$ cat src/hdl/cdrg_pkg.sv
// Shared constants, codes and interface structs for the chunk DC removal unit.
package cdrg_pkg;

    localparam int CHUNK_MAX = 64;
    localparam int CHUNK_AW  = $clog2(CHUNK_MAX);
    localparam int CNT_W     = $clog2(CHUNK_MAX + 1);
    localparam int NUM_BANKS = 2;
    localparam int RAM_AW    = CHUNK_AW + $clog2(NUM_BANKS);
    localparam int RAM_DEPTH = NUM_BANKS * CHUNK_MAX;

    localparam int SAMPLE_W  = 16;
    localparam int SUM_W     = 22;
    localparam int GAIN_W    = 12;
    localparam int THR_W     = 16;
    localparam int CLIP_W    = 32;
    localparam int DIFF_W    = SAMPLE_W + 1;
    localparam int PROD_W    = DIFF_W + GAIN_W + 1;
    localparam int GAIN_FRAC = 8;
    localparam int SHV_W     = PROD_W - GAIN_FRAC;

    localparam int DIV_STEPS = SUM_W;
    localparam int STEP_W    = $clog2(DIV_STEPS);

    localparam logic signed [SAMPLE_W-1:0] SAT_HI = 16'sh7FFF;
    localparam logic signed [SAMPLE_W-1:0] SAT_LO = 16'sh8000;

    localparam logic [GAIN_W-1:0] GAIN_RESET = 12'd256;
    localparam logic [THR_W-1:0]  THR_RESET  = 16'd32000;

    localparam int CFG_IDX_W = 1;
    localparam logic [CFG_IDX_W-1:0] CFG_GAIN_Q8        = 1'b0;
    localparam logic [CFG_IDX_W-1:0] CFG_CLIP_THRESHOLD = 1'b1;

    typedef struct packed {
        logic                bank;
        logic [CNT_W-1:0]    n;
        logic [SAMPLE_W-1:0] mean;
        logic                clear;
    } t_desc;

    typedef struct packed {
        logic                en;
        logic [RAM_AW-1:0]   addr;
        logic [SAMPLE_W-1:0] data;
    } t_ram_wr;

    typedef struct packed {
        logic              en;
        logic [RAM_AW-1:0] addr;
    } t_ram_rd;

endpackage

$ cat src/hdl/cdrg_div.sv
// Iterative restoring divider for the chunk mean, one quotient bit per cycle.
module cdrg_div (
    input  logic                                  i_clk,
    input  logic                                  i_rst_n,
    input  logic                                  i_start,
    input  logic signed [cdrg_pkg::SUM_W-1:0]     i_dividend,
    input  logic        [cdrg_pkg::CNT_W-1:0]     i_divisor,
    output logic                                  o_done,
    output logic        [cdrg_pkg::SAMPLE_W-1:0]  o_quot
);
    import cdrg_pkg::*;

    logic                r_busy;
    logic                r_done;
    logic                r_neg;
    logic [SUM_W-1:0]    r_quo;
    logic [CNT_W-1:0]    r_rem;
    logic [CNT_W-1:0]    r_div;
    logic [STEP_W-1:0]   r_step;

    logic [CNT_W:0]      trial;
    logic                ge;
    logic [SAMPLE_W-1:0] mag;

    assign trial = {r_rem, r_quo[SUM_W-1]};
    assign ge    = trial >= {1'b0, r_div};

    always_ff @(posedge i_clk) begin
        if (!i_rst_n) begin
            r_busy <= 1'b0;
            r_done <= 1'b0;
        end else begin
            r_done <= 1'b0;
            if (i_start) begin
                r_busy <= 1'b1;
                r_step <= '0;
                r_rem  <= '0;
                r_div  <= i_divisor;
                r_neg  <= i_dividend[SUM_W-1];
                r_quo  <= i_dividend[SUM_W-1] ? SUM_W'(-i_dividend) : i_dividend;
            end else if (r_busy) begin
                r_rem  <= ge ? CNT_W'(trial - {1'b0, r_div}) : trial[CNT_W-1:0];
                r_quo  <= {r_quo[SUM_W-2:0], ge};
                r_step <= r_step + 1'b1;
                if (r_step == STEP_W'(DIV_STEPS - 1)) begin
                    r_busy <= 1'b0;
                    r_done <= 1'b1;
                end
            end
        end
    end

    assign mag    = r_quo[SAMPLE_W-1:0];
    assign o_quot = r_neg ? SAMPLE_W'(-mag) : mag;
    assign o_done = r_done;

endmodule

$ cat src/hdl/cdrg_ram.sv
// Two-bank chunk sample store, one write port and one registered read port.
module cdrg_ram (
    input  logic                            i_clk,
    input  cdrg_pkg::t_ram_wr               i_wr,
    input  cdrg_pkg::t_ram_rd               i_rd,
    output logic [cdrg_pkg::SAMPLE_W-1:0]   o_rdata
);
    import cdrg_pkg::*;

    logic [SAMPLE_W-1:0] r_mem [RAM_DEPTH];
    logic [SAMPLE_W-1:0] r_rdata;

    always_ff @(posedge i_clk) begin
        if (i_wr.en) begin
            r_mem[i_wr.addr] <= i_wr.data;
        end
    end

    always_ff @(posedge i_clk) begin
        if (i_rd.en) begin
            r_rdata <= r_mem[i_rd.addr];
        end
    end

    assign o_rdata = r_rdata;

endmodule

$ cat src/hdl/cdrg_front.sv
// Front end: sample loading, chunk sum, mean division and chunk descriptor queue.
module cdrg_front (
    input  logic                                 i_clk,
    input  logic                                 i_rst_n,
    input  logic                                 i_push,
    input  logic signed [cdrg_pkg::SAMPLE_W-1:0] i_sample_in,
    input  logic                                 i_chunk_last,
    input  logic                                 i_stats_clear,
    input  logic                                 i_desc_pop,
    output logic                                 o_full,
    output logic                                 o_desc_valid,
    output cdrg_pkg::t_desc                      o_desc,
    output cdrg_pkg::t_ram_wr                    o_ram_wr
);
    import cdrg_pkg::*;

    logic                    r_busy;
    logic                    r_wbank;
    logic [CNT_W-1:0]        r_cnt;
    logic signed [SUM_W-1:0] r_sum;
    logic [CNT_W-1:0]        r_n;
    logic                    r_clear;

    t_desc                   r_q [NUM_BANKS];
    logic                    r_q_wp;
    logic                    r_q_rp;
    logic [1:0]              r_q_cnt;

    logic                    accept;
    logic                    close;
    logic [CNT_W-1:0]        cnt_inc;
    logic signed [SUM_W-1:0] sum_inc;
    logic                    div_done;
    logic [SAMPLE_W-1:0]     div_quot;
    logic                    q_pop;

    assign o_full  = r_busy || (r_q_cnt == 2'(NUM_BANKS));
    assign accept  = i_push && !o_full;
    assign cnt_inc = r_cnt + 1'b1;
    assign sum_inc = r_sum + SUM_W'(i_sample_in);
    assign close   = i_chunk_last || (cnt_inc == CNT_W'(CHUNK_MAX));
    assign q_pop   = i_desc_pop && (r_q_cnt != 2'd0);

    assign o_ram_wr.en   = accept;
    assign o_ram_wr.addr = {r_wbank, r_cnt[CHUNK_AW-1:0]};
    assign o_ram_wr.data = i_sample_in;

    cdrg_div u_div (
        .i_clk      (i_clk),
        .i_rst_n    (i_rst_n),
        .i_start    (accept && close),
        .i_dividend (sum_inc),
        .i_divisor  (cnt_inc),
        .o_done     (div_done),
        .o_quot     (div_quot)
    );

    always_ff @(posedge i_clk) begin
        if (!i_rst_n) begin
            r_busy  <= 1'b0;
            r_wbank <= 1'b0;
            r_cnt   <= '0;
            r_sum   <= '0;
        end else begin
            if (accept) begin
                if (close) begin
                    r_busy  <= 1'b1;
                    r_n     <= cnt_inc;
                    r_clear <= i_stats_clear;
                    r_cnt   <= '0;
                    r_sum   <= '0;
                end else begin
                    r_cnt <= cnt_inc;
                    r_sum <= sum_inc;
                end
            end
            if (div_done) begin
                r_busy  <= 1'b0;
                r_wbank <= !r_wbank;
            end
        end
    end

    // hold one descriptor per loaded bank until the back end drains it
    always_ff @(posedge i_clk) begin
        if (!i_rst_n) begin
            r_q_wp  <= 1'b0;
            r_q_rp  <= 1'b0;
            r_q_cnt <= '0;
        end else begin
            if (div_done) begin
                r_q[r_q_wp] <= '{bank: r_wbank, n: r_n, mean: div_quot, clear: r_clear};
                r_q_wp      <= !r_q_wp;
            end
            if (q_pop) begin
                r_q_rp <= !r_q_rp;
            end
            r_q_cnt <= r_q_cnt + 2'(div_done) - 2'(q_pop);
        end
    end

    assign o_desc_valid = r_q_cnt != 2'd0;
    assign o_desc       = r_q[r_q_rp];

endmodule

$ cat src/hdl/cdrg_back.sv
// Back end: per-sample mean removal, gain, saturation, statistics and output word.
module cdrg_back (
    input  logic                                i_clk,
    input  logic                                i_rst_n,
    input  logic                                i_desc_valid,
    input  cdrg_pkg::t_desc                     i_desc,
    input  logic [cdrg_pkg::SAMPLE_W-1:0]       i_rdata,
    input  logic [cdrg_pkg::GAIN_W-1:0]         i_gain,
    input  logic [cdrg_pkg::THR_W-1:0]          i_thresh,
    input  logic                                i_pop,
    output logic                                o_desc_pop,
    output cdrg_pkg::t_ram_rd                   o_ram_rd,
    output logic                                o_empty,
    output logic signed [cdrg_pkg::SAMPLE_W-1:0] o_sample_out,
    output logic                                o_last_out,
    output logic [cdrg_pkg::SAMPLE_W-1:0]       o_peak_level,
    output logic [cdrg_pkg::CLIP_W-1:0]         o_clip_count
);
    import cdrg_pkg::*;

    typedef enum logic [3:0] {
        BS_IDLE = 4'b0001,
        BS_READ = 4'b0010,
        BS_MUL  = 4'b0100,
        BS_EMIT = 4'b1000
    } t_bstate;

    t_bstate                  r_state;
    logic [CHUNK_AW-1:0]      r_idx;
    logic signed [PROD_W-1:0] r_prod;
    logic [SAMPLE_W-1:0]      r_peak;
    logic [CLIP_W-1:0]        r_clip;
    logic                     r_ov;
    logic [SAMPLE_W-1:0]      r_sample;
    logic                     r_last;
    logic [SAMPLE_W-1:0]      r_peak_out;
    logic [CLIP_W-1:0]        r_clip_out;

    logic signed [DIFF_W-1:0]   diff;
    logic signed [GAIN_W:0]     gain_s;
    logic signed [PROD_W-1:0]   prod;
    logic signed [SHV_W-1:0]    shv;
    logic signed [SAMPLE_W-1:0] sat;
    logic [SAMPLE_W:0]          mag17;
    logic [SAMPLE_W-1:0]        mag;
    logic [SAMPLE_W-1:0]        peak_nx;
    logic [CLIP_W-1:0]          clip_nx;
    logic                       is_last;
    logic                       commit;

    assign diff   = $signed({i_rdata[SAMPLE_W-1], i_rdata})
                  - $signed({i_desc.mean[SAMPLE_W-1], i_desc.mean});
    assign gain_s = $signed({1'b0, i_gain});
    assign prod   = diff * gain_s;
    assign shv    = r_prod[PROD_W-1:GAIN_FRAC];

    always_comb begin
        priority if (shv > SHV_W'(SAT_HI)) begin
            sat = SAT_HI;
        end else if (shv < SHV_W'(SAT_LO)) begin
            sat = SAT_LO;
        end else begin
            sat = shv[SAMPLE_W-1:0];
        end
    end

    assign mag17   = sat[SAMPLE_W-1] ? (SAMPLE_W+1)'(-$signed({sat[SAMPLE_W-1], sat}))
                                     : {1'b0, sat};
    assign mag     = mag17[SAMPLE_W-1:0];
    assign peak_nx = (mag > r_peak) ? mag : r_peak;
    assign clip_nx = ((mag >= i_thresh) && (r_clip != '1)) ? r_clip + 1'b1 : r_clip;
    assign is_last = (CNT_W'(r_idx) + 1'b1) == i_desc.n;
    assign commit  = (r_state == BS_EMIT) && (!r_ov || i_pop);

    always_ff @(posedge i_clk) begin
        if (!i_rst_n) begin
            r_state <= BS_IDLE;
            r_idx   <= '0;
            r_peak  <= '0;
            r_clip  <= '0;
            r_ov    <= 1'b0;
        end else begin
            unique case (r_state)
                BS_IDLE: begin
                    r_idx <= '0;
                    if (i_desc_valid) begin
                        r_state <= BS_READ;
                    end
                end
                BS_READ: begin
                    r_state <= BS_MUL;
                end
                BS_MUL: begin
                    r_prod  <= prod;
                    r_state <= BS_EMIT;
                end
                BS_EMIT: begin
                    if (commit) begin
                        if (is_last) begin
                            r_state <= BS_IDLE;
                        end else begin
                            r_idx   <= r_idx + 1'b1;
                            r_state <= BS_READ;
                        end
                    end
                end
                default: begin
                    r_state <= BS_IDLE;
                end
            endcase

            if (commit) begin
                r_ov       <= 1'b1;
                r_sample   <= sat;
                r_last     <= is_last;
                r_peak_out <= peak_nx;
                r_clip_out <= clip_nx;
                r_peak     <= (is_last && i_desc.clear) ? '0 : peak_nx;
                r_clip     <= (is_last && i_desc.clear) ? '0 : clip_nx;
            end else if (i_pop) begin
                r_ov <= 1'b0;
            end
        end
    end

    assign o_desc_pop    = commit && is_last;
    assign o_ram_rd.en   = r_state == BS_READ;
    assign o_ram_rd.addr = {i_desc.bank, r_idx};
    assign o_empty       = !r_ov;
    assign o_sample_out  = r_sample;
    assign o_last_out    = r_last;
    assign o_peak_level  = r_peak_out;
    assign o_clip_count  = r_clip_out;

endmodule

$ cat src/hdl/chunk_dc_removal_gain_clip_unit.sv
// Top level of the chunk DC removal, gain and clip unit.
//
// Channel   Direction  Handshake           Word
// input     in         push / full         i_sample_in, i_chunk_last, i_stats_clear
// result    out        pop / empty         o_sample_out, o_last_out, o_peak_level,
//                                          o_clip_count
// config    in         i_cfg_wr_en         i_cfg_index, i_cfg_wdata
//
// Loading accepts one sample per cycle while full is low. The closing
// sample starts a 22-step serial divide for the chunk mean; full stays high
// while it runs. The back end takes each output sample through three steps
// (store read, multiply, saturate) before the next, and via idle between chunks.
// Pop held low while a word is waiting stalls the back end in place.
// Two store banks let the next chunk load while the previous one drains.
// Reset is synchronous and clears all control state and statistics.
module chunk_dc_removal_gain_clip_unit (
    input  logic                                  i_clk,
    input  logic                                  i_rst_n,
    input  logic                                  push,
    output logic                                  full,
    input  logic signed [cdrg_pkg::SAMPLE_W-1:0]  i_sample_in,
    input  logic                                  i_chunk_last,
    input  logic                                  i_stats_clear,
    output logic                                  empty,
    input  logic                                  pop,
    output logic signed [cdrg_pkg::SAMPLE_W-1:0]  o_sample_out,
    output logic                                  o_last_out,
    output logic        [cdrg_pkg::SAMPLE_W-1:0]  o_peak_level,
    output logic        [cdrg_pkg::CLIP_W-1:0]    o_clip_count,
    input  logic                                  i_cfg_wr_en,
    input  logic        [cdrg_pkg::CFG_IDX_W-1:0] i_cfg_index,
    input  logic        [cdrg_pkg::THR_W-1:0]     i_cfg_wdata
);
    import cdrg_pkg::*;

    logic [GAIN_W-1:0]   r_gain;
    logic [THR_W-1:0]    r_thresh;

    logic                desc_valid;
    logic                desc_pop;
    t_desc               desc;
    t_ram_wr             ram_wr;
    t_ram_rd             ram_rd;
    logic [SAMPLE_W-1:0] ram_rdata;

    always_ff @(posedge i_clk) begin
        if (!i_rst_n) begin
            r_gain   <= GAIN_RESET;
            r_thresh <= THR_RESET;
        end else if (i_cfg_wr_en) begin
            unique case (i_cfg_index)
                CFG_GAIN_Q8:        r_gain   <= i_cfg_wdata[GAIN_W-1:0];
                CFG_CLIP_THRESHOLD: r_thresh <= i_cfg_wdata;
                default:            r_gain   <= r_gain;
            endcase
        end
    end

    cdrg_front u_front (
        .i_clk         (i_clk),
        .i_rst_n       (i_rst_n),
        .i_push        (push),
        .i_sample_in   (i_sample_in),
        .i_chunk_last  (i_chunk_last),
        .i_stats_clear (i_stats_clear),
        .i_desc_pop    (desc_pop),
        .o_full        (full),
        .o_desc_valid  (desc_valid),
        .o_desc        (desc),
        .o_ram_wr      (ram_wr)
    );

    cdrg_ram u_ram (
        .i_clk   (i_clk),
        .i_wr    (ram_wr),
        .i_rd    (ram_rd),
        .o_rdata (ram_rdata)
    );

    cdrg_back u_back (
        .i_clk        (i_clk),
        .i_rst_n      (i_rst_n),
        .i_desc_valid (desc_valid),
        .i_desc       (desc),
        .i_rdata      (ram_rdata),
        .i_gain       (r_gain),
        .i_thresh     (r_thresh),
        .i_pop        (pop),
        .o_desc_pop   (desc_pop),
        .o_ram_rd     (ram_rd),
        .o_empty      (empty),
        .o_sample_out (o_sample_out),
        .o_last_out   (o_last_out),
        .o_peak_level (o_peak_level),
        .o_clip_count (o_clip_count)
    );

endmodule

$ cat config.mk
export PLATFORM = sky130hd
export DESIGN_NAME = chunk_dc_removal_gain_clip_unit
export DESIGN_NICKNAME = d
export VERILOG_FILES = /design/src/hdl/cdrg_pkg.sv /design/src/hdl/cdrg_div.sv /design/src/hdl/cdrg_ram.sv /design/src/hdl/cdrg_front.sv /design/src/hdl/cdrg_back.sv /design/src/hdl/chunk_dc_removal_gain_clip_unit.sv
export SDC_FILE = /design/constraint.sdc
export NUM_CORES = 2
export LEC_CHECK = 0
export BUFFER_PORTS_ARGS = -buffer_cell sky130_fd_sc_hd__buf_2
export CAP_MARGIN = 20
export CORE_AREA = 5 5 582 469
export CTS_BUF_LIST = sky130_fd_sc_hd__clkbuf_4 sky130_fd_sc_hd__clkbuf_8
export DETAILED_ROUTE_END_ITERATION = 7
export DIE_AREA = 0 0 587 474
export SYNTH_ARGS = -nofsm -noshare
export SYNTH_HDL_FRONTEND = slang
export SYNTH_SLANG_ARGS = --single-unit
$ cat constraint.sdc
create_clock -name i_clk -period 10.88 [get_ports i_clk]
set_input_delay 3.264 -clock i_clk [delete_from_list [all_inputs] [get_ports i_clk]]
set_output_delay 3.264 -clock i_clk [all_outputs]
set_load 0.1 [all_outputs]
Word level (Yosys, flattened, before mapping)

Memory sizes are Yosys's and may differ from the RTL's. A register that Yosys moved wholly into a read port is not among the register bits.
Cells that the tools add are included.

Input port bits: 40
Word-level logic and storage cells: 131
Flip-flop bits (word level): 269
Memories kept: 2
RAM bits: 2098
Output and inout port bits: 67

Memory list:

| name        | words | bits a word | rd ports | clocked after memory_dff | wr ports | RTL line         | RTL |
|---|---|---|---|---|---|---|---|
| u_ram.r_mem | 128   | 16          | 1        | 1                        | 1        | cdrg_ram.sv:10   | `logic [SAMPLE_W-1:0] r_mem [RAM_DEPTH];` |
| u_front.r_q | 2     | 25          | 1        | 1                        | 1        | cdrg_front.sv:24 | `t_desc r_q [NUM_BANKS];` |

Equal/unequal tests: 12
Multiply operators: 1
Order comparisons: 5
$add $sub $neg: 13
Reductions and logical operators: 31
Multiplexer cells: 36
Bitwise logic cells: 3

Operators by type and width:

| kind                    | number |
|---|---|
| $mux W16                | 6 |
| $mux W22                | 4 |
| $mux W32                | 2 |
| $add A32 B1 Y32 const B | 1 |
| $ne A32 B32 Y1 const B  | 1 |
| $neg A16 Y16            | 2 |
| $mul A17 B13 Y30        | 1 |
| $add A22 B16 Y22        | 1 |
| $gt A22 B16 Y1 const B  | 1 |
| $lt A22 B16 Y1 const B  | 1 |
| $neg A22 Y22            | 1 |
| $mux W7                 | 3 |
| $sub A16 B16 Y17        | 1 |
| $ge A16 B16 Y1          | 1 |
| $gt A16 B16 Y1          | 1 |
| $pmux W4 S4             | 1 |
| $reduce_and A2 Y1       | 8 |
| $mux W1                 | 13 |
| $mux W6                 | 2 |
| $pmux W6 S2             | 1 |
| $ge A8 B7 Y1            | 1 |
| $mux W4                 | 2 |
| $reduce_bool A2 Y1      | 4 |
| $add A6 B1 Y7 const B   | 1 |
| other kinds (25)        | 41 |

Logic depth before layout (Yosys ltp)

Word-level depth: 9
Mapped depth: 36
Mapped depth without buffers: 33

By module

From an unflattened synthesis, not the netlist that was laid out.

Cell total of the unflattened synthesis: 5619
Area, all modules: 103295.3 sq um

By module, submodules not included:

| module                          | area an instance (sq um) | instances | cells an instance | sequential area each (sq um) |
|---|---|---|---|---|
| cdrg_ram                        | 78683.0                  | 1         | 3086              | 61979.4 |
| cdrg_back                       | 15637.5                  | 1         | 1693              | 3793.6 |
| cdrg_front                      | 4952.2                   | 1         | 428               | 2462.4 |
| cdrg_div                        | 2925.3                   | 1         | 298               | 1301.2 |
| chunk_dc_removal_gain_clip_unit | 1097.3                   | 1         | 114               | 560.5 |

Worst setup path after synthesis

Ideal clock, no wire load.

Path kind: flip-flop to flip-flop
Start: register with a tool-made name
End: register u_back.r_prod[29] (data pin)
Setup time: 0.261 ns
Slack: 2.745 ns
Clock period less this slack: 8.135 ns
Arrival: 7.874 ns
Data required time: 10.619 ns
Buffers on the path: 4
Cell stages (with the launch flop): 34
Path through: dfxtp_1 buf_2 buf_2 buf_1 mux2i_1 ha_1 o21a_1 o21a_1 o21a_1 o21ai_0 a21o_1 nand3_1 o311ai_0 clkbuf_1 nand2_1 fa_1 fa_1 inv_1 fa_1 fa_1 inv_1 fa_1 inv_1 ha_1 nand3_1 a31oi_1 o21a_1 o21ai_0 a21oi_1 nor3_1 a21o_1 nor2b_1 o21ai_0 xnor2_1

RTL lines:

| what                 | RTL line        | RTL |
|---|---|---|
| end signal, assigned | cdrg_back.sv:94 | `r_prod <= prod;` |
| end, declared        | cdrg_back.sv:30 | `logic signed [PROD_W-1:0] r_prod;` |

==> results.sh <==
export IMPL_run_status="finished clean"
export IMPL_route_met2_wl_um=118000
export IMPL_floorplan_core_area_mm2=0.267
export IMPL_final_weighted_congestion_in_routability_driven_placement=0.807
export IMPL_detailedRoute_firstIterationViolations=5957
export IMPL_synth_seq_area_share_pct=67.8
export IMPL_clkSlewWorstSetupHoldPaths_ns=0.06
export IMPL_p_per_area_mw_per_mm2=157
export IMPL_syn_inst=5696
export IMPL_cts_post_setup_buffers_inserted=0
export IMPL_detailedRoute_firstPassIterationCount=5
export IMPL_final_max_slew_violation_count=0
export IMPL_clkSinkCount=2376
export IMPL_cts_buffer_depth=4
export IMPL_max_vdd_ir_drop_v=0.000119
export IMPL_die_width_um=587
export IMPL_worst_setup_path_end_kind="flop"
export IMPL_dr_wl_met3_um=20900
export IMPL_row_count=170
export IMPL_globalRoute_totalOverflow=0
export IMPL_clock_fmax_ghz=0.108
export IMPL_worst_slew_margin_rel_pct=22.8
export IMPL_initial_standard_cell_utilization_of_the_core_pct=38.8
export IMPL_vias=54600
export IMPL_setup_violations=0
export IMPL_timing_hold_violations_final=0
export IMPL_ys_ff_latch=2376
export IMPL_ctsRootBufferMaster="sky130_fd_sc_hd__clkbuf_8"
export IMPL_p_leak_nw=37.6
export IMPL_dp_hpwl_um=161000
export IMPL_yosysUniqueCellTypes=88
export IMPL_most_frequent_standard_cell_in_the_layout_excluding_fill_and_tap_cells="sky130_fd_sc_hd__edfxtp_1"
export IMPL_ioPinCount=107
export IMPL_ctsHtreeMaxLevel=5
export IMPL_post_route_cell_area_mm2=0.116
export IMPL_grt_max_degree=142
export IMPL_fp_dieH_um=474
export IMPL_slowest_delay_ns=0.94
export IMPL_avgViaCountPerCell=5.50
export IMPL_totalWireLength_um=261000
export IMPL_worst_max_slew_pin_slew_ns=1.16
export IMPL_crit_path_frequent_cell="sky130_fd_sc_hd__fa_1"
export IMPL_cts_buffers=375
export IMPL_synth_edf_count=2251
export IMPL_min_path_type="reg2reg"
export IMPL_timing_final_crit_share_pct=84.9
export IMPL_grt_pass1_vias=54600
export IMPL_synth_fp_nets=6077
export IMPL_dpl_cell_area_mm2=0.109
export IMPL_synthesis_area_per_instance_um2=18.1
export IMPL_ys_warnings_count=0
export IMPL_worstSkewPairLatency_ns=0.98
export IMPL_totalNegativeSetupSlack_ns=0
export IMPL_cp_arrival_ns=9.90
export IMPL_ant_nets=0
export IMPL_highest_count_cells_in_the_layout_ignoring_fill_and_taps="2251 x sky130_fd_sc_hd__edfxtp_1, 672 x sky130_fd_sc_hd__mux4_2, 384 x sky130_fd_sc_hd__clkbuf_8, 330 x sky130_fd_sc_hd__inv_1, 298 x sky130_fd_sc_hd__nand2_1"
export IMPL_design_final_nets=6482
export IMPL_cts_hold_buffers_added=0
export IMPL_min_period_ns=9.24
export IMPL_tritoncts="built"
export IMPL_drt_met1_wl_um=117000
export IMPL_cp_max_fo=24
export IMPL_drv_max_cap_violation_count=0
export IMPL_design_power_total_mw=18.3
export IMPL_worst_setup_path_start_kind="flop"
export IMPL_postSynth_topFlopCell="sky130_fd_sc_hd__edfxtp_1"
export IMPL_syn_to_final_growth_pct=12.3
export IMPL_global_route_wire_length_before_repair_um=382000
export IMPL_syn_cell_area_mm2=0.103
export IMPL_rsz0062_at_grt="no"
export IMPL_top_signal_layer_used="met5"
export IMPL_asyncSetResetFlopFracSynth_pct=0
export IMPL_die_area_mm2=0.278
export IMPL_worst_clock_skew_ns=0.126
export IMPL_drive_gt1_share_pct=25.7
export IMPL_cts_repair_resized=0
export IMPL_global_route_usage_total_pct=18.5
export IMPL_drc_errors=0
export IMPL_cp_required_ns=11.54
export IMPL_crit_path_top_delay_cell="sky130_fd_sc_hd__dfxtp_1"
export IMPL_detail_route_wl_per_cell_um=26.4
export IMPL_placement_io_buffers=106
export IMPL_antenna_found_initial=19
export IMPL_crit_type="reg2reg"
per-layer routing:
| metal | GRT usage (%) | up-vias |
|---|---|---|
| li1 | - | 23200 |
| met1 | 28.0 | 28800 |
| met2 | 28.1 | 2224 |
| met3 | 3.32 | 349 |
| met4 | 4.14 | 4 |
| met5 | 0 | - |
power by group:
part           switching [mW]  internal [mW]  leakage, nW
logic                   0.567          0.299         12.6
clock network            3.46           3.87         3.76
registers              0.0307           10.0         21.3
total                    4.06           14.2         37.6
Yosys cell counts, drive strengths merged (28+ instances only):
| cell type | instances | area [µm²] |
|---|---|---|
| fa | 188 | 3760 |
| clkbuf | 197 | 739 |
| nand3 | 76 | 380 |
| mux2 | 35 | 394 |
| ha | 153 | 1910 |
| a21boi | 37 | 278 |
| xnor2 | 99 | 867 |
| nor3 | 42 | 215 |
| nand2b | 32 | 200 |
| edfxtp | 2251 | 67600 |
| a31oi | 28 | 175 |
| nor2b | 56 | 350 |
| a21o | 38 | 285 |
| o21ai | 89 | 445 |
| nor2 | 272 | 1020 |
| mux2i | 28 | 280 |
| mux4 | 672 | 15100 |
| and2 | 93 | 582 |
| xor2 | 47 | 412 |
| and3 | 39 | 245 |
| o21a | 30 | 225 |
| a21oi | 78 | 390 |
| buf | 95 | 453 |
| nand2 | 298 | 1120 |
| dfxtp | 125 | 2500 |
| inv | 331 | 1240 |
final cells by class:
class	count	area [µm²]
Fill cell	23100	151000
Antenna cell	5	12.5
Multi-Input combinational cell	2697	30900
Timing Repair Buffer	320	2270
Inverter	331	1240
Clock buffer	502	6170
Clock inverter	163	971
Sequential cell	2376	70100
Tap cell	3526	4410
cells by family after synthesis:
kind of cell	after synthesis	share of synthesized area, %
AO/OA/AOI/OAI	450	2.97
XOR/XNOR	146	1.24
adder cells (fa/ha/maj)	341	5.49
buffers and inverters	623	2.36
flip-flops	2376	67.8
multiplexers	735	15.3
AND/OR/NAND/NOR	1025	4.85
sequential cells by signal (all words and copies together), names as in the netlist, 12 cells and up, named ones only:
name	flops
r_thresh	16
u_back.r_prod	22
u_back.r_clip	32
u_ram.o_rdata	16
u_ram.r_mem	2048
u_front.r_q	50
u_back.o_peak_level	16
u_front.r_sum	22
r_gain	12
u_front.u_div.r_quo	22
u_back.r_peak	16
u_back.o_clip_count	32
u_back.o_sample_out	16
through the flow:
| step | util (%) | instances | hold slack (ns) | setup WS [ns] |
|---|---|---|---|---|
| final | 43.5 | 9920 | 0.448 | 1.64 |
| after global routing | 43.5 | 9917 | 0.460 | 1.07 |
| after CTS | 43.5 | 9909 | 0.451 | 1.42 |
| after detailed placement | 40.8 | 9244 | 0.431 | 1.44 |
| after global placement | 40.8 | 9244 | 0.425 | 1.58 |
| after floorplan | - | 5696 | 0.420 | 2.75 |
critical path, delay by kind of cell (launching register included):
kind                     cells  cell delay (ns)
AND/OR/NAND/NOR              8             2.30
adder cells (fa/ha/maj)      7             2.88
multiplexers                 1             0.33
buffers and inverters        4             0.26
AO/OA/AOI/OAI               11             2.11
XOR/XNOR                     1             0.15
flip-flops                   1             0.94
final timing paths:
kind                  start            endpoint  slack, ns  depth (start not counted)
min reg2reg  u_front.r_n[1]  u_front.r_q[1][18]       0.45                          0
min          u_front.r_n[1]  u_front.r_q[1][18]       0.45                          0
max                    flop   u_back.r_prod[29]       1.64                         32
max reg2reg            flop   u_back.r_prod[29]       1.64                         32
No activity file was read; power rests on OpenSTA's default activity.
